===== config.mk =====
export PLATFORM = sky130hd
export DESIGN_NAME = tsfs_score_stage
export DESIGN_NICKNAME = d
export VERILOG_FILES = /design/src/tcp_signature_feature_scorer_assert.svh /design/src/tsfs_pkg.sv /design/src/tsfs_score_stage.sv
export SDC_FILE = /design/constraint.sdc
export NUM_CORES = 1
export LEC_CHECK = 0
export BUFFER_PORTS_ARGS = -buffer_cell sky130_fd_sc_hd__buf_2
export CORE_MARGIN = 2
export CORE_UTILIZATION = 65
export DETAILED_ROUTE_END_ITERATION = 6
export GPL_TIMING_DRIVEN = 0
export HOLD_SLACK_MARGIN = 0.03
export PLACE_DENSITY = 0.88
export SYNTH_ARGS = -nofsm -noshare
export SYNTH_HDL_FRONTEND = slang
export SYNTH_SLANG_ARGS = --single-unit

===== constraint.sdc =====
create_clock -name clk -period 10.2 [get_ports clk]
set_input_delay 2.04 -clock clk [delete_from_list [all_inputs] [get_ports clk]]
set_output_delay 2.04 -clock clk [all_outputs]
set_load 0.01 [all_outputs]

===== src/tcp_signature_feature_scorer_assert.svh =====
// Assertion macros for the TCP signature feature scorer.
// Used by the top level; define NO_ASSERTIONS to compile them out.
`ifndef TCP_SIGNATURE_FEATURE_SCORER_ASSERT_SVH
`define TCP_SIGNATURE_FEATURE_SCORER_ASSERT_SVH
`ifndef NO_ASSERTIONS
// Same-cycle implication.
`define TSFS_ASSERT_IMP(name, clk, rst, ante, cons) \
  name: assert property (@(posedge clk) disable iff (rst) (ante) |-> (cons)) \
    else $error("tsfs assertion failed");
// Next-cycle implication.
`define TSFS_ASSERT_NEXT(name, clk, rst, ante, cons) \
  name: assert property (@(posedge clk) disable iff (rst) (ante) |=> (cons)) \
    else $error("tsfs assertion failed");
`else
`define TSFS_ASSERT_IMP(name, clk, rst, ante, cons)
`define TSFS_ASSERT_NEXT(name, clk, rst, ante, cons)
`endif
`endif


===== src/tsfs_pkg.sv =====
// Shared types and constants of the TCP signature feature scorer.
// No dependencies; used by every module of the block.
`default_nettype none
package tsfs_pkg;

  localparam int OPTION_SLOTS_DEF = 21;
  localparam int OPT_LIST_W       = 63;
  localparam int OPT_CODE_W       = 3;
  localparam int KEY_CODES        = 4;
  localparam int SLOT_POS_W       = 5;

  localparam logic [15:0] FEATURE_PROB_RESET = 16'd6554;
  localparam logic [15:0] RARE_PROB_RESET    = 16'd655;

  // Register map, selected by paddr[2].
  localparam logic REG_FEATURE = 1'b0;
  localparam logic REG_RARE    = 1'b1;

  // Options ordering result codes.
  localparam logic [1:0] OPT_VIOLATED = 2'd0;
  localparam logic [1:0] OPT_COMPAT   = 2'd1;
  localparam logic [1:0] OPT_EXACT    = 2'd2;

  typedef struct packed {
    logic win;
    logic ttl;
    logic df;
    logic mss;
    logic rst_on;
    logic rst_eq;
  } tsfs_match_t;

  typedef struct packed {
    logic                                   eq;
    logic [KEY_CODES-1:0]                   found;
    logic [KEY_CODES-1:0][SLOT_POS_W-1:0]   fpos;
    logic [KEY_CODES-1:0][KEY_CODES-1:0]    prec;
  } tsfs_opt_prep_t;

endpackage
`default_nettype wire


===== src/tsfs_score_stage.sv =====
// One pipeline stage of the score chain: multiplies the Q0.32 score by a Q1.16
// factor and truncates; apply low passes it through. Depends on tsfs_pkg.
`default_nettype none
module tsfs_score_stage import tsfs_pkg::*; (
  input  wire logic        clk,
  input  wire logic        en,
  input  wire logic [31:0] score_in,
  input  wire logic        apply,
  input  wire logic        match,
  input  wire logic [15:0] prob,
  output logic      [31:0] score_out
);

  logic [16:0] factor;
  logic [48:0] product;

  // A match scales by one minus the probability, a mismatch by the probability.
  assign factor  = match ? (17'h10000 - {1'b0, prob}) : {1'b0, prob};
  assign product = {17'd0, score_in} * {32'd0, factor};

  always_ff @(posedge clk) begin
    if (en) begin
      score_out <= apply ? product[47:16] : score_in;
    end
  end

endmodule
`default_nettype wire


==> results.py, run 1 <==
metrics = {
    "die": {
        "floorplan.initialDensity": 0.656,
        "rows": 62,
        "core_area_um2": 28500,
        "io_pins": 84,
        "die_h_um": 173,
        "die_w_um": 173,
        "die_area_um2": 30100,
    },
    "logic_synthesis": {
        "syn-num-nets": 2794,
        "synth_cells": 2178,
        "netlist_area_um2": 18700,
        "yosysWarnings": 0,
        "yosysSeqAreaShare": 0.0515,
        "async_flop_share": 0,
        "synth_cell_types": 54,
        "ys_ff_latch": 32,
        "synth_edf_count": 32,
        "avgSynthCellArea_um2": 8.57,
        "ys.flop_type": "edfxtp_1",
    },
    "worst_setup_path": {
        "cp-start-kind": "input pin",
        "worstPathRequired_ns": 10.22,
        "end_kind": "flop",
        "criticalPathCategory": "input pin to flop",
        "max_stage_delay_ns": 0.59,
        "slowest_stage": "a22oi_1",
        "crit_fanout": 10,
        "crit_family": "adder cells",
        "cpMostUsedCell": "fa_1",
        "arrival_ns": 10.03,
        "worst-path-buf-inv": 8,
    },
    "placed_design": {
        "io_buffers": 57,
        "gp_congestion": 0.968,
        "dp_cells": 2619,
        "dpl_cell_area_um2": 19400,
        "dp_hpwl_um": 44700,
    },
    "grt": {
        "grt_max_degree": 33,
        "globalRoute.totalOverflow": 0,
        "grt_first_pass_wirelength_um": 86700,
        "grt_use_total": 0.377,
        "antenna_found_initial": 6,
        "grt_pass1_vias": 16700,
    },
    "final_layout": {
        "mostFrequentLayoutCells": "inv_1 (585), fa_1 (446), nand2_1 (427)",
        "mostFrequentLayoutCell": "inv_1",
        "largest_reg_flops": 32,
        "fill_cells": 2104,
        "fin_cells": 2639,
        "regArea_um2": 961,
        "fin_nets": 2869,
        "top_register": "score_out",
        "design_area_um2": 19800,
        "areaGrowthSynthToFinish_pct": 6.19,
        "drive_above_1_share": 0.0674,
        "reg_top3": "score_out x32",
        "multi_input_area_um2": 15200,
    },
    "sta": {
        "min_period_over_period": 0.981,
        "hold_slack_ns": 2.27,
        "slew_headroom": 0.290,
        "slew_violations": 0,
        "final-setup-viol-count": 0,
        "period_minus_slack_ns": 10.01,
        "clock.fmax_ghz": 0.0999,
        "hold_viol_final": 0,
        "fin_tns_setup_ns": 0,
        "worstMarginPinSlew_ns": 1.07,
    },
    "drt": {
        "met2RoutedLength_um": 25900,
        "firstDrtPassIters": 6,
        "drt_iter0_markers": 1759,
        "viasPerCell": 5.90,
        "wl_um": 54600,
        "top_layer": "met5",
        "vias": 15600,
        "wl_met3_um": 6020,
        "wl_met1_um": 18000,
        "post_drt_wl_per_cell_um": 20.7,
        "drc": 0,
        "detail-route-antenna-nets": 0,
    },
    "clock_tree": {
        "hold_buffers": 0,
        "cts_root_buf": "clkbuf_16",
        "cts_buffer_depth": 2,
        "cts_tree": "yes",
        "cts_sinks": 32,
        "htreeDepth": 2,
        "cts_buffers": 5,
        "clk_pin_slew_ns": 0.06,
    },
    "min_path": {
        "hold_path_class": "input pin to flop",
    },
    "run": {
        "drv_cap": 0,
    },
    "status": {
        "outcome": "completed",
    },
}
-- timing repair --
item	CTS	global route
gates resized for setup	12	50
buffers inserted	4	9
setup endpoints to repair	31	21
pin swaps	2	6
cloned	0	0
-- cell usage after synthesis, types with 3 or more instances --
cell / count / area share
nand2b_1: 5 / 0.0017
inv_1: 585 / 0.12
and2_1: 148 / 0.050
xnor2_1: 36 / 0.017
a21o_1: 20 / 0.0080
nor3_1: 4 / 0.0011
mux2_2: 25 / 0.015
o21ai_0: 24 / 0.0064
xor2_1: 12 / 0.0056
ha_1: 118 / 0.079
nand3_1: 15 / 0.0040
o21bai_1: 8 / 0.0032
clkbuf_1: 101 / 0.020
a41oi_1: 3 / 0.0014
buf_1: 21 / 0.0042
o211ai_1: 4 / 0.0016
nand4_1: 8 / 0.0027
o31ai_1: 7 / 0.0028
nand2_1: 427 / 0.086
fa_1: 446 / 0.48
and3_1: 3 / 0.0010
nor2_1: 28 / 0.0056
edfxtp_1: 32 / 0.051
a31oi_1: 4 / 0.0013
a211oi_1: 5 / 0.0020
a21oi_1: 51 / 0.014
mux2i_1: 4 / 0.0021
-- per-stage QoR --
step	worst slack, ns	utilization
6_report	0.192	0.696
3_5_place_dp	-1.34	0.683
2_1_floorplan	1.09	-
5_1_grt	-0.0246	0.696
4_1_cts	0.00952	0.691
3_3_place_gp	-1.27	0.683
-- routing by layer --
metal  vias up  GRT usage
li1       6446          -
met2      1065      0.623
met3       306     0.0739
met4        10      0.262
met1      7730      0.446
met5         -          0
-- final cells by class --
type / instances / area share
multi-input combinational: 1439 / 0.765
inverter: 585 / 0.111
sequential: 32 / 0.0485
buffer: 120 / 0.0242
tap: 384 / 0.0242
timing repair buffer: 70 / 0.0199
clock buffer: 5 / 0.00631
clock inverter: 3 / 0.000947
antenna: 1 / 0.000126
-- logic make-up after synthesis --
| family | after synthesis | share of synthesized area |
|---|---|---|
| AOI/OAI and AO/OA | 148 | 0.0512 |
| xor gates and xnor gates | 48 | 0.0225 |
| adders and majority gates | 564 | 0.557 |
| buffers and inverters | 707 | 0.142 |
| DFF | 32 | 0.0515 |
| muxes | 29 | 0.0172 |
| and+or+nand+nor | 650 | 0.158 |
-- worst paths after layout --
check              startpoint  slack, ns  cells past startpoint             to
setup / recovery      prob[0]       0.19                     29  score_out[15]
hold / removal    score_in[0]       2.27                      2   score_out[0]
Power of run 1 is not shown: default switching activity piles up to over one toggle a cycle in this logic, so the estimate is an artifact.
==> run 2, diff against run 1 <==
--- a/config.mk
+++ b/config.mk
@@ -10,7 +10,8 @@
 export CORE_UTILIZATION = 65
 export DETAILED_ROUTE_END_ITERATION = 6
 export GPL_TIMING_DRIVEN = 0
-export HOLD_SLACK_MARGIN = 0.03
+export HOLD_SLACK_MARGIN = 0.1
+export MAX_ROUTING_LAYER = met4
 export PLACE_DENSITY = 0.88
 export SYNTH_ARGS = -nofsm -noshare
 export SYNTH_HDL_FRONTEND = slang
==> results.py, run 2 (same netlist as run 1, synthesis figures left out) <==
metrics = {
    "clock_tree": {
        "cts_buffer_depth": 2,
        "htreeDepth": 2,
        "cts_sinks": 32,
        "cts_root_buf": "clkbuf_16",
        "hold_buffers": 0,
        "clk_pin_slew_ns": 0.06,
        "cts_tree": "yes",
        "cts_buffers": 5,
    },
    "final_layout": {
        "largest_reg_flops": 32,
        "fill_cells": 2181,
        "fin_nets": 2867,
        "areaGrowthSynthToFinish_pct": 6.30,
        "top_register": "score_out",
        "drive_above_1_share": 0.0666,
        "reg_top3": "score_out x32",
        "mostFrequentLayoutCell": "inv_1",
        "mostFrequentLayoutCells": "inv_1 (585), fa_1 (446), nand2_1 (427)",
    },
    "worst_setup_path": {
        "crit_family": "adder cells",
        "cpMostUsedCell": "fa_1",
        "worstPathRequired_ns": 10.21,
        "max_stage_delay_ns": 0.58,
        "criticalPathCategory": "input pin to flop",
        "worst-path-buf-inv": 7,
        "crit_fanout": 10,
        "slowest_stage": "fa_1",
        "arrival_ns": 10.06,
        "cp-start-kind": "input pin",
        "end_kind": "flop",
    },
    "grt": {
        "globalRoute.totalOverflow": 0,
        "grt_use_total": 0.397,
        "grt_first_pass_wirelength_um": 88500,
        "antenna_found_initial": 3,
        "grt_max_degree": 33,
        "grt_pass1_vias": 17200,
    },
    "status": {
        "outcome": "completed",
    },
    "sta": {
        "slew_violations": 0,
        "worstMarginPinSlew_ns": 0.998,
        "min_period_over_period": 0.985,
        "final-setup-viol-count": 0,
        "slew_headroom": 0.330,
        "period_minus_slack_ns": 10.05,
        "rsz0062_at_grt": "yes",
        "finalWorstSetupSlack_ns": 0.149,
        "hold_viol_final": 0,
        "clock.fmax_ghz": 0.0995,
    },
    "min_path": {
        "hold_path_class": "input pin to flop",
    },
    "die": {
        "floorplan.initialDensity": 0.656,
        "die_area_um2": 30100,
        "core_area_um2": 28500,
        "rows": 62,
        "die_w_um": 173,
        "io_pins": 84,
        "die_h_um": 173,
    },
    "drt": {
        "vias": 15600,
        "post_drt_wl_per_cell_um": 21.1,
        "wl_um": 55700,
        "drc": 0,
        "firstDrtPassIters": 6,
        "drt_iter0_markers": 1582,
        "viasPerCell": 5.90,
        "detail-route-antenna-nets": 0,
    },
    "placed_design": {
        "place_ws_ns": -1.53,
        "gp_congestion": 1.01,
        "dp_hpwl_um": 45500,
        "io_buffers": 57,
    },
    "run": {
        "drv_cap": 0,
    },
}
==> run 2: path summary, 6_finish.rpt <==
kind        start       endpoint  slack [ns]  cells after the start
min   score_in[6]   score_out[6]        2.29                      2
max       prob[0]  score_out[31]        0.15                     28
==> run 2: layout make-up <==
| cell class | count | area, um^2 | area share |
|---|---|---|---|
| sequential | 32 | 961 | 0.0484 |
| multi-input combinational | 1439 | 15200 | 0.765 |
| timing repair buffer | 69 | 375 | 0.0189 |
| inverter | 585 | 2200 | 0.111 |
| clock inverter | 3 | 42.5 | 0.00214 |
| antenna | 1 | 2.50 | 0.000126 |
| clock buffer | 5 | 125 | 0.00630 |
| tap | 384 | 480 | 0.0242 |
| buffer | 119 | 478 | 0.0241 |
==> run 2: layer usage <==
metal | global-route usage | share of wire
met2 | 0.627 | 0.47
met4 | 0.322 | 0.10
met1 | 0.447 | 0.32
met3 | 0.0702 | 0.11
met5 | - | 0
==> run 2: stage by stage <==
stage	util	std cells	instance area, um^2	hold slack (ns)	TNS [ns]
after floorplan	-	2178	18700	2.15	0
after global routing	0.697	2637	19800	2.29	-0.00855
final	0.697	2637	19800	2.29	0
after global placement	0.683	2619	19400	2.45	-29.33
after CTS	0.692	2631	19700	2.24	0
after detailed placement	0.683	2619	19400	2.45	-33.09
==> run 2: timing repair <==
action,4_1_cts,5_1_grt
buffers inserted,5,7
setup endpoints to repair,31,19
gates resized for setup,14,44
pin swaps,3,5
Power of run 2 is left out for the same reason.
==> run 3, diff against run 2 <==
==> constraint.sdc (replaced) <==
create_clock -name clk -period 12.6 [get_ports clk]
set_input_delay 2.52 -clock clk [delete_from_list [all_inputs] [get_ports clk]]
set_output_delay 2.52 -clock clk [all_outputs]
set_load 0.01 [all_outputs]
==> results.py, run 3 (same netlist as run 1, synthesis figures left out) <==
metrics = {
    "worst_setup_path": {
        "worstPathRequired_ns": 12.63,
        "crit_family": "adder cells",
        "crit_fanout": 10,
        "worst-path-buf-inv": 7,
        "cp-start-kind": "input pin",
        "slowest_stage": "xnor2_1",
        "arrival_ns": 12.24,
        "criticalPathCategory": "input pin to flop",
        "end_kind": "flop",
        "cpMostUsedCell": "fa_1",
        "max_stage_delay_ns": 1.12,
    },
    "sta": {
        "worstMarginPinSlew_ns": 1.41,
        "rsz0062_at_grt": "no",
        "slew_violations": 0,
        "hold_viol_final": 0,
        "clock.fmax_ghz": 0.0819,
        "slew_headroom": 0.0537,
        "period_minus_slack_ns": 12.21,
        "fin_tns_setup_ns": 0,
        "final-setup-viol-count": 0,
        "min_period_over_period": 0.969,
        "finalWorstSetupSlack_ns": 0.390,
    },
    "die": {
        "floorplan.initialDensity": 0.656,
        "io_pins": 84,
        "die_area_um2": 30100,
        "die_w_um": 173,
        "die_h_um": 173,
        "rows": 62,
        "core_area_um2": 28500,
    },
    "clock_tree": {
        "cts_buffers": 5,
        "clk_pin_slew_ns": 0.06,
        "cts_root_buf": "clkbuf_16",
        "cts_sinks": 32,
        "htreeDepth": 2,
        "cts_tree": "yes",
        "cts-resized-gates": 0,
        "postCtsSetupRepairBufs": 0,
        "cts_buffer_depth": 2,
        "hold_buffers": 0,
    },
    "placed_design": {
        "io_buffers": 57,
        "dpl_cell_area_um2": 19400,
        "place_ws_ns": 0.392,
        "gp_congestion": 1.01,
        "dp_hpwl_um": 45500,
    },
    "grt": {
        "globalRoute.totalOverflow": 0,
        "grt_pass1_vias": 17100,
        "grt_use_total": 0.395,
        "grt_max_degree": 33,
        "antenna_found_initial": 4,
        "grt_first_pass_wirelength_um": 88000,
    },
    "drt": {
        "drc": 0,
        "firstDrtPassIters": 6,
        "post_drt_wl_per_cell_um": 20.9,
        "vias": 15400,
        "detail-route-antenna-nets": 0,
        "drt_iter0_markers": 1728,
        "wl_um": 55000,
        "viasPerCell": 5.87,
    },
    "final_layout": {
        "fill_cells": 2206,
        "fin_nets": 2858,
        "mostFrequentLayoutCell": "inv_1",
        "regArea_um2": 961,
        "top_register": "score_out",
        "multi_input_area_um2": 15100,
        "reg_top3": "score_out x32",
        "largest_reg_flops": 32,
        "areaGrowthSynthToFinish_pct": 5.03,
        "mostFrequentLayoutCells": "inv_1 (585), fa_1 (446), nand2_1 (427)",
        "drive_above_1_share": 0.0450,
        "design_area_um2": 19600,
    },
    "status": {
        "outcome": "completed",
    },
    "run": {
        "drv_cap": 0,
    },
    "min_path": {
        "hold_path_class": "input pin to flop",
    },
}
run 3: changes by cell type in the layout (fill, tap and decap cells not counted), sizes merged:
cell    delta
buf       -13
clkbuf     +4
diode      +1
run 3: final timing paths:
| path | from | slack, ns | endpoint | cells after the start |
|---|---|---|---|---|
| min | score_in[0] | 2.73 | score_out[0] | 2 |
| max | prob[0] | 0.39 | score_out[26] | 28 |
run 3: layout make-up:
class	instances	share of cell area
multi-input combinational	1439	0.768
clock buffer	5	0.00638
antenna	2	0.000255
inverter	585	0.112
timing repair buffer	57	0.0145
buffer	122	0.0234
sequential	32	0.0490
clock inverter	3	0.00217
tap	384	0.0245
run 3: layer usage:
layer / track usage / up-vias / share of wire
li1: - / 6416 / -
met1: 0.452 / 7632 / 0.33
met2: 0.623 / 1044 / 0.47
met3: 0.0625 / 340 / 0.10
met4: 0.311 / 0 / 0.10
met5: - / - / 0
run 3: metrics by stage:
step / hold slack, ns / utilization / cells
3_5_place_dp: 2.93 / 0.683 / 2619
3_3_place_gp: 2.93 / 0.683 / 2619
6_report: 2.73 / 0.689 / 2629
5_1_grt: 2.74 / 0.689 / 2629
2_1_floorplan: 2.63 / - / 2178
4_1_cts: 2.72 / 0.689 / 2627
Power of run 3 is left out for the same reason.
