`config.mk`:
```
export PLATFORM = sky130hd
export DESIGN_NAME = tsfs_order_resolve
export DESIGN_NICKNAME = d
export VERILOG_FILES = /design/src/tcp_signature_feature_scorer_assert.svh /design/src/tsfs_pkg.sv /design/src/tsfs_order_resolve.sv
export SDC_FILE = /design/constraint.sdc
export NUM_CORES = 1
export LEC_CHECK = 0
export BUFFER_PORTS_ARGS = -buffer_cell sky130_fd_sc_hd__buf_2
export CAP_MARGIN = 20
export CORE_ASPECT_RATIO = 0.7
export CORE_MARGIN = 3
export CORE_UTILIZATION = 44
export DETAILED_ROUTE_END_ITERATION = 7
export PLACE_DENSITY = 0.78
export SYNTH_ARGS = -nofsm -noshare
export SYNTH_HDL_FRONTEND = slang
export SYNTH_SLANG_ARGS = --single-unit
```
`constraint.sdc`:
```
create_clock -name vclk -period 2.4
set_input_delay 0 -clock vclk [all_inputs]
set_output_delay 0 -clock vclk [all_outputs]
set_load 0.02 [all_outputs]
```
`src/tcp_signature_feature_scorer_assert.svh`:
```
// Assertion macros for the TCP signature feature scorer.
// Used by the top level; define NO_ASSERTIONS to compile them out.
`ifndef TCP_SIGNATURE_FEATURE_SCORER_ASSERT_SVH
`define TCP_SIGNATURE_FEATURE_SCORER_ASSERT_SVH
`ifndef NO_ASSERTIONS
// Same-cycle implication.
`define TSFS_ASSERT_IMP(name, clk, rst, ante, cons) \
  name: assert property (@(posedge clk) disable iff (rst) (ante) |-> (cons)) \
    else $error("tsfs assertion failed");
// Next-cycle implication.
`define TSFS_ASSERT_NEXT(name, clk, rst, ante, cons) \
  name: assert property (@(posedge clk) disable iff (rst) (ante) |=> (cons)) \
    else $error("tsfs assertion failed");
`else
`define TSFS_ASSERT_IMP(name, clk, rst, ante, cons)
`define TSFS_ASSERT_NEXT(name, clk, rst, ante, cons)
`endif
`endif

```
`src/tsfs_pkg.sv`:
```
// Shared types and constants of the TCP signature feature scorer.
// No dependencies; used by every module of the block.
`default_nettype none
package tsfs_pkg;

  localparam int OPTION_SLOTS_DEF = 21;
  localparam int OPT_LIST_W       = 63;
  localparam int OPT_CODE_W       = 3;
  localparam int KEY_CODES        = 4;
  localparam int SLOT_POS_W       = 5;

  localparam logic [15:0] FEATURE_PROB_RESET = 16'd6554;
  localparam logic [15:0] RARE_PROB_RESET    = 16'd655;

  // Register map, selected by paddr[2].
  localparam logic REG_FEATURE = 1'b0;
  localparam logic REG_RARE    = 1'b1;

  // Options ordering result codes.
  localparam logic [1:0] OPT_VIOLATED = 2'd0;
  localparam logic [1:0] OPT_COMPAT   = 2'd1;
  localparam logic [1:0] OPT_EXACT    = 2'd2;

  typedef struct packed {
    logic win;
    logic ttl;
    logic df;
    logic mss;
    logic rst_on;
    logic rst_eq;
  } tsfs_match_t;

  typedef struct packed {
    logic                                   eq;
    logic [KEY_CODES-1:0]                   found;
    logic [KEY_CODES-1:0][SLOT_POS_W-1:0]   fpos;
    logic [KEY_CODES-1:0][KEY_CODES-1:0]    prec;
  } tsfs_opt_prep_t;

endpackage
`default_nettype wire

```
`src/tsfs_order_resolve.sv`:
```
// Second half of the options ordering check: turns the prepared positions
// into the options code. Depends on tsfs_pkg.
`default_nettype none
module tsfs_order_resolve import tsfs_pkg::*; (
  input  tsfs_opt_prep_t   prep,
  output logic [1:0]       code
);

  logic violated;

  // An inversion between any two found key codes, in target order, is a
  // violation; a nondecreasing sequence has none.
  always_comb begin
    violated = 1'b0;
    for (int a = 0; a < KEY_CODES; a++) begin
      for (int b = 0; b < KEY_CODES; b++) begin
        violated = violated | (prep.prec[a][b] & prep.found[a] & prep.found[b] &
                               (prep.fpos[a] > prep.fpos[b]));
      end
    end
  end

  always_comb begin
    priority if (prep.eq) begin
      code = OPT_EXACT;
    end else if (violated) begin
      code = OPT_VIOLATED;
    end else begin
      code = OPT_COMPAT;
    end
  end

endmodule
`default_nettype wire

```
==> impl_metrics.csv, run 1 <==
group,metric,value,unit
run_status,outcome,"completed",
placed_design,dp_cells,172,
global_route,antenna_found_initial,0,
detailed_routing,drt_iter0_drc,22,
timing,tns,0,ns
clock_network,post_cts_buffers,0,
setup_path,critPathSlowestCell,"mux2_2",
power,finalPower,0.184,mW
synth,ys_types,23,
finish,regArea,0,um^2
synth,yosys.area.top_type,"ha_1",
timing,relSlewSlack,80.8,%
synth,synthTopCellsByArea,"ha_1, inv_1, nand2_1, a21oi_1, mux2i_1",
setup_path,path_max_fanout,3,
setup_path,crit_required,2.40,ns
worst_hold_path,worstHoldEndpoint,"code[1]",
synth,synth_nets,184,
detailed_routing,drt-total-wl,2080,um
floorplan,die_y,42.3,um
placed_design,dp_hpwl,1950,um
worst_hold_path,holdCritStartpoint,"prep[40]",
setup_path,path_class,"in2out",
setup_path,endpoint_kind,"output port",
synth,synth_cells,113,
clock_network,ctsResizeCount,0,
floorplan,die_w,57.9,um
detailed_routing,vias_per_cell,5.31,
finish,area_delta_synth_final,25.8,%
setup_path,timing.critical_path.mode_cell,"buf_2",
clock_network,cts_hold_buf,0,
detailed_routing,ant_nets,0,
timing,hold_viol,0,
setup_path,critPathLaunch,"prep[19]",
setup_path,critPathArrivalTime,1.81,ns
setup_path,startpoint_type,"input port",
power,p_leak,0.652,nW
floorplan,num_rows,12,
finish,drive_gt1_share,29.1,%
floorplan,die_area,2450,um^2
timing,rsz0062_at_grt,"no",
timing,finalCriticalPeriod,1.81,ns
synth,syn_area_per_cell,7.34,um^2
global_route,overflow,0,
synth,synth_area,830,um^2
timing,finalSetupViolCount,0,
power,peakVddDrop,0.0893,mV
synth,yosysSeqAreaShare,0,%
timing,final.period_utilization,75.5,%
synth,synth_top_cell_area_share,45.2,%
placed_design,port_buffers,39,
synth,synth_common_cells,"ha_1, inv_1, nand2_1",
power,power_density,177,nW/um^2
detailed_routing,via_count,913,
global_route,grt_pass1_vias,781,
placed_design,place.gp.congestion,0.762,
setup_path,path_cells,"buf_2 > inv_1 > ha_1 > a21oi_1 > nand2_1 > a211oi_1 > mux2_2 > o22ai_1 > nor4_2 > buf_2",
finish,nFlopsAndLatches,0,
timing,drv_slew,0,
floorplan,pin_count,43,
floorplan,start_util,49.3,%
timing,max_clock_freq,552,MHz
global_route,grt_pass1_wl,3190,um
global_route,grtUsageTotal,15.8,%
finish,instances_no_fill,172,
finish,antenna_cells,0,
finish,clock_buffers,0,
worst_hold_path,hold_depth,2,
synth,yosysMostFrequentCell,"ha_1",
detailed_routing,wl_per_cell,12.1,um
timing,tightest_slew,0.286,ns
detailed_routing,dr.pass1.iters,4,
worst_hold_path,hp-class,"in2out",
setup_path,cp_slowest_stage_delay,0.38,ns
finish,final_nets,224,
detailed_routing,drc,0,
global_route,grt_max_degree,5,
floorplan,core-area,1680,um^2
job,maxCapViolCount,0,
synth,yosys_warnings,0,
worst max-delay path: cells and delay by family:
family	cells	cell delay [ns]
mux	1	0.38
fa+ha+maj	1	0.28
compound gates	3	0.62
simple gates	2	0.16
buf+inv	3	0.36
how the worst max path moves through the flow:
stage,endpoint,cells after the start
2_1_floorplan,code[0],8
3_3_place_gp,code[0],10
3_5_place_dp,code[0],10
4_1_cts,code[0],10
5_1_grt,code[0],10
6_report,code[0],10
final cells by class:
| cell class | count | area (um^2) |
|---|---|---|
| fillers | 158 | 638 |
| repair buffers | 39 | 195 |
| well taps | 21 | 26.3 |
| inverters | 25 | 93.8 |
| multi-input cells | 87 | 728 |
metal layers:
layer / share of wire [%] / routed length (um) / global-route usage [%] / up-vias
met3: 10 / 212 / 0.308 / 0
met2: 41 / 861 / 25.0 / 42
met1: 48 / 1010 / 24.8 / 387
met4: 0 / 0 / 0 / 0
met5: 0 / 0 / 0 / -
li1: - / - / - / 484
logic make-up after synthesis:
| family | synth area share, % |
|---|---|
| AND/OR/NAND/NOR | 14.6 |
| multiplexers | 6.33 |
| buffers and inverters | 12.2 |
| AO/OA/AOI/OAI | 21.6 |
| adder cells (fa/ha/maj) | 45.2 |
per-stage QoR:
step                instance area (um^2)  util (%)  hold slack (ns)  setup WS, ns
floorplan                            830         -            0.113         0.800
detailed placement                  1040      62.1            0.237         0.611
global placement                    1040      62.1            0.238         0.651
finish                              1040      62.1            0.238         0.587
CTS                                 1040      62.1            0.242         0.600
global route                        1040      62.1            0.251         0.533
where the power goes:
group | internal [mW] | switching (mW) | leakage [nW]
clock | 0 | 0 | 0
combinational | 0.0879 | 0.0964 | 0.652
sequential | 0 | 0 | 0
total | 0.0879 | 0.0964 | 0.652
placed cells by master, fill, tap and decap left out, drive strengths merged, types with 3 or more instances in the layout:
cell type / n
inv: 25
buf: 39
o21ai: 4
nor2: 4
a211oi: 3
nand2: 12
ha: 30
a21oi: 8
mux2i: 3
nand4: 3
nand3: 6
No activity file was read; power rests on OpenSTA's default activity.
==> inputs of run 2 (changes only) <==
==> constraint.sdc (replaced) <==
create_clock -name vclk -period 1.7
set_input_delay 0 -clock vclk [all_inputs]
set_output_delay 0 -clock vclk [all_outputs]
set_load 0.02 [all_outputs]
==> run 2 against run 1 <==
Effect of this change: the run now ends with setup timing left; first-iteration DRC count rose by 68%; final area increased by 16%; critical path depth unchanged; core utilization grew 9.8 points; non-clock buffer count up 6; largest power group unchanged.
==> impl_metrics.csv, run 2 (synthesis results as in run 1) <==
group,metric,value,unit
detailed_routing,drt_iter0_drc,37,
finish,layout_common_cells,"buf_2, ha_1, inv_1",
setup_path,cp_top_family,"compound AO/OA/AOI/OAI gates",
timing,rsz0062_at_grt,"yes",
job,maxCapViolCount,0,
detailed_routing,drt-total-wl,2630,um
finish,drive_gt1_share,43.9,%
detailed_routing,dr.pass1.iters,4,
finish,clock_buffers,0,
setup_path,crit_buf_inv,3,
placed_design,dp_hpwl,2200,um
setup_path,critPathSlowestCell,"a311o_1",
finish,area_delta_synth_final,45.7,%
timing,setup_ws,-0.0144,ns
timing,drv_slew,0,
setup_path,crit_required,1.70,ns
worst_hold_path,hp-class,"in2out",
finish,final_common_cell,"buf_2",
setup_path,path_class,"in2out",
timing,hold_ws,0.240,ns
setup_path,critPathArrivalTime,1.71,ns
power,peakVddDrop,0.160,mV
finish,fillers,138,
global_route,overflow,0,
finish,regArea,0,um^2
detailed_routing,drc,0,
detailed_routing,ant_nets,0,
timing,finalSetupViolCount,1,
floorplan,die_area,2450,um^2
timing,finalCriticalPeriod,1.71,ns
placed_design,port_buffers,39,
timing,tns,-0.0144,ns
floorplan,start_util,49.3,%
floorplan,pin_count,43,
timing,relSlewSlack,83.4,%
global_route,grt_pass1_vias,938,
setup_path,cp_slowest_stage_delay,0.30,ns
finish,antenna_cells,0,
global_route,antenna_found_initial,0,
timing,hold_viol,0,
global_route,grt_max_degree,5,
power,p_leak,0.681,nW
power,power_density,273,nW/um^2
run_status,violations,"setup timing",
global_route,grtUsageTotal,19.8,%
timing,tightest_slew,0.248,ns
run_status,outcome,"finished with violations",
floorplan,num_rows,12,
floorplan,die_w,57.9,um
setup_path,path_cells,"buf_6 > inv_4 > ha_4 > a21oi_2 > nand2_1 > a211oi_2 > mux2i_1 > a311o_1 > nor4_2 > buf_2",
timing,final.period_utilization,101,%
placed_design,place.gp.congestion,0.794,
floorplan,die_y,42.3,um
finish,final_nets,230,
detailed_routing,vias_per_cell,5.40,
global_route,grt_pass1_wl,3950,um
finish,nFlopsAndLatches,0,
power,finalPower,0.330,mW
setup_path,endpoint_kind,"output port",
detailed_routing,via_count,962,
setup_path,path_max_fanout,3,
setup_path,startpoint_type,"input port",
floorplan,core-area,1680,um^2
finish,final_core_util,71.9,%
detailed_routing,wl_per_cell,14.8,um
timing,max_clock_freq,583,MHz
[run 2: cell types whose count changed in the layout (fill, tap and decap cells not counted), sizes merged]
cell / before / now
buf: 39 / 45
[run 2: cell type report]
cell class         instances  area [um^2]  share of cell area, %
repair buffers            45          253                   20.9
well taps                 21         26.3                   2.17
multi-input cells         87          831                   68.7
inverters                 25         98.8                   8.18
[run 2: stage by stage]
stage / worst slack [ns] / area [um^2] / cells
2_1_floorplan: 0.100 / 830 / 113
3_3_place_gp: -0.0543 / 1080 / 177
3_5_place_dp: -0.0978 / 1080 / 177
4_1_cts: 0.00261 / 1160 / 177
5_1_grt: -0.0923 / 1210 / 178
6_report: -0.0144 / 1210 / 178
[run 2: power breakdown]
| part | internal [mW] | switching [mW] | leakage, nW | total (mW) |
|---|---|---|---|---|
| logic | 0.165 | 0.165 | 0.681 | 0.330 |
| clock network | 0 | 0 | 0 | 0 |
| registers | 0 | 0 | 0 | 0 |
| total | 0.165 | 0.165 | 0.681 | 0.330 |
[run 2: final timing paths]
path / start / end / slack, ns / depth (start not counted)
setup / recovery: prep[29] / code[0] / -0.01 / 10
hold / removal: prep[40] / code[1] / 0.24 / 2
[run 2: metal layers]
layer | wire (um) | up-vias | track usage, %
met3 | 225 | 0 | 1.23
met2 | 1250 | 43 | 37.2
met5 | 0 | - | 0
met4 | 0 | 0 | 0
li1 | - | 495 | -
met1 | 1150 | 424 | 25.9
[run 2: timing repair]
action | in CTS | in global routing
endpoints found under the hold margin | 0 | 0
pin swaps | 10 | 3
hold buffers | 0 | 0
endpoints found under the setup margin | 1 | 1
setup buffers | 0 | 1
resized for setup | 15 | 9
==> inputs of run 3 (changes only) <==
--- a/config.mk
+++ b/config.mk
@@ -12,6 +12,7 @@
 export CORE_UTILIZATION = 44
 export DETAILED_ROUTE_END_ITERATION = 7
 export PLACE_DENSITY = 0.78
+export SETUP_SLACK_MARGIN = 0.5
 export SYNTH_ARGS = -nofsm -noshare
 export SYNTH_HDL_FRONTEND = slang
 export SYNTH_SLANG_ARGS = --single-unit
==> run 3 against run 2 <==
Effect of this change: the run now ends clean; power grew 14%; die area unchanged; largest cell class unchanged; core utilization rose by 8.3 points; critical path type unchanged; final area increased by 12%; clock-buffer cell count unchanged; combinational power increased by 14%; flip-flop and latch count did not move; non-clock buffer count is 5 lower; critical endpoint unchanged; maximum frequency rose by 4.0%.
==> impl_metrics.csv, run 3 (synthesis results as in run 1) <==
group,metric,value,unit
timing,rsz0062_at_grt,"yes",
setup_path,cp_slowest_stage_delay,0.29,ns
timing,finalCriticalPeriod,1.65,ns
finish,final_nets,225,
worst_hold_path,holdCritStartpoint,"prep[40]",
timing,max_clock_freq,607,MHz
setup_path,critPathSlowestCell,"mux2i_1",
setup_path,startpoint_type,"input port",
detailed_routing,via_count,965,
setup_path,crit_buf_inv,2,
global_route,antenna_found_initial,0,
job,maxCapViolCount,0,
detailed_routing,drt-total-wl,2650,um
finish,final_core_util,80.2,%
detailed_routing,wl_per_cell,15.3,um
finish,regArea,0,um^2
setup_path,cp_top_family,"compound AO/OA/AOI/OAI gates",
finish,drive_gt1_share,50.7,%
detailed_routing,vias_per_cell,5.58,
placed_design,place.gp.congestion,0.805,
detailed_routing,drt_iter0_drc,25,
timing,setup_ws,0.0518,ns
finish,nFlopsAndLatches,0,
global_route,grt_pass1_vias,997,
global_route,grt_max_degree,5,
floorplan,die_y,42.3,um
timing,finalSetupViolCount,0,
worst_hold_path,worstHoldEndpoint,"code[1]",
setup_path,endpoint_kind,"output port",
power,finalPower,0.377,mW
detailed_routing,drc,0,
power,p_leak,0.685,nW
setup_path,crit_required,1.70,ns
finish,antenna_cells,0,
worst_hold_path,hp-class,"in2out",
finish,fillers,127,
power,power_density,279,nW/um^2
power,peakVddDrop,0.174,mV
finish,final_common_cell,"buf_2",
timing,tightest_slew,0.231,ns
setup_path,path_class,"in2out",
global_route,overflow,0,
floorplan,die_w,57.9,um
placed_design,dp_hpwl,2370,um
run_status,outcome,"completed",
floorplan,start_util,49.3,%
timing,relSlewSlack,84.2,%
finish,area_delta_synth_final,62.6,%
placed_design,pre_cts_slack,-0.0546,ns
finish,clock_buffers,0,
detailed_routing,dr.pass1.iters,4,
global_route,grt_pass1_wl,4360,um
setup_path,critPathArrivalTime,1.65,ns
floorplan,pin_count,43,
worst_hold_path,hold_depth,2,
setup_path,path_cells,"buf_2 > ha_4 > nand3_2 > o221ai_1 > a21oi_1 > mux2i_1 > o22ai_2 > nor4_4 > buf_4",
detailed_routing,ant_nets,0,
finish,layout_common_cells,"buf_2, inv_1, ha_1",
floorplan,core-area,1680,um^2
floorplan,die_area,2450,um^2
placed_design,port_buffers,39,
floorplan,num_rows,12,
global_route,grtUsageTotal,22.1,%
timing,final.period_utilization,97.0,%
timing,hold_viol,0,
setup_path,path_max_fanout,3,
timing,drv_slew,0,
clock_network,cts_hold_buf,0,
==> run 3: timing repair <==
action                                 CTS  global route
buffers inserted                         1             0
resized for setup                       14             5
endpoints found under the hold margin    0             0
setup endpoints to repair                1             1
pin swaps                               12             2
==> run 3: per-layer routing <==
layer / track usage [%] / vias up / share of wire [%]
met3: 2.46 / 2 / 5.2
met1: 28.0 / 451 / 46
met5: 0 / - / 0
li1: - / 487 / -
met4: 1.85 / 0 / 0.34
met2: 41.0 / 25 / 48
==> run 3: stage by stage <==
stage / cells / cell area (um^2) / hold slack (ns) / setup TNS, ns
2_1_floorplan: 113 / 1060 / 0.113 / 0
3_3_place_gp: 172 / 1270 / 0.234 / -0.00846
3_5_place_dp: 172 / 1270 / 0.239 / -0.0546
4_1_cts: 173 / 1330 / 0.239 / 0
5_1_grt: 173 / 1350 / 0.253 / -0.00851
6_report: 173 / 1350 / 0.236 / 0
==> run 3: report_power, final <==
group	internal (mW)	leakage [nW]	switching (mW)
clock	0	0	0
combinational	0.189	0.685	0.188
sequential	0	0	0
==> run 3: how the worst max path moves through the flow <==
stage                     startpoint      end  cells past startpoint  slack (ns)
after global routing        prep[23]  code[0]                     10      -0.009
after detailed placement    prep[29]  code[0]                     10       -0.05
final                       prep[32]  code[0]                      9        0.05
after floorplan             prep[18]  code[0]                      8        0.36
after global placement      prep[18]  code[0]                     10      -0.008
after CTS                   prep[19]  code[0]                     10        0.05
==> run 3: final cells by class <==
class / instances / area [um^2] / share of cell area [%]
inverter: 25 / 118 / 8.72
timing repair buffer: 40 / 235 / 17.4
tap: 21 / 26.3 / 1.95
multi-input combinational: 87 / 970 / 71.9
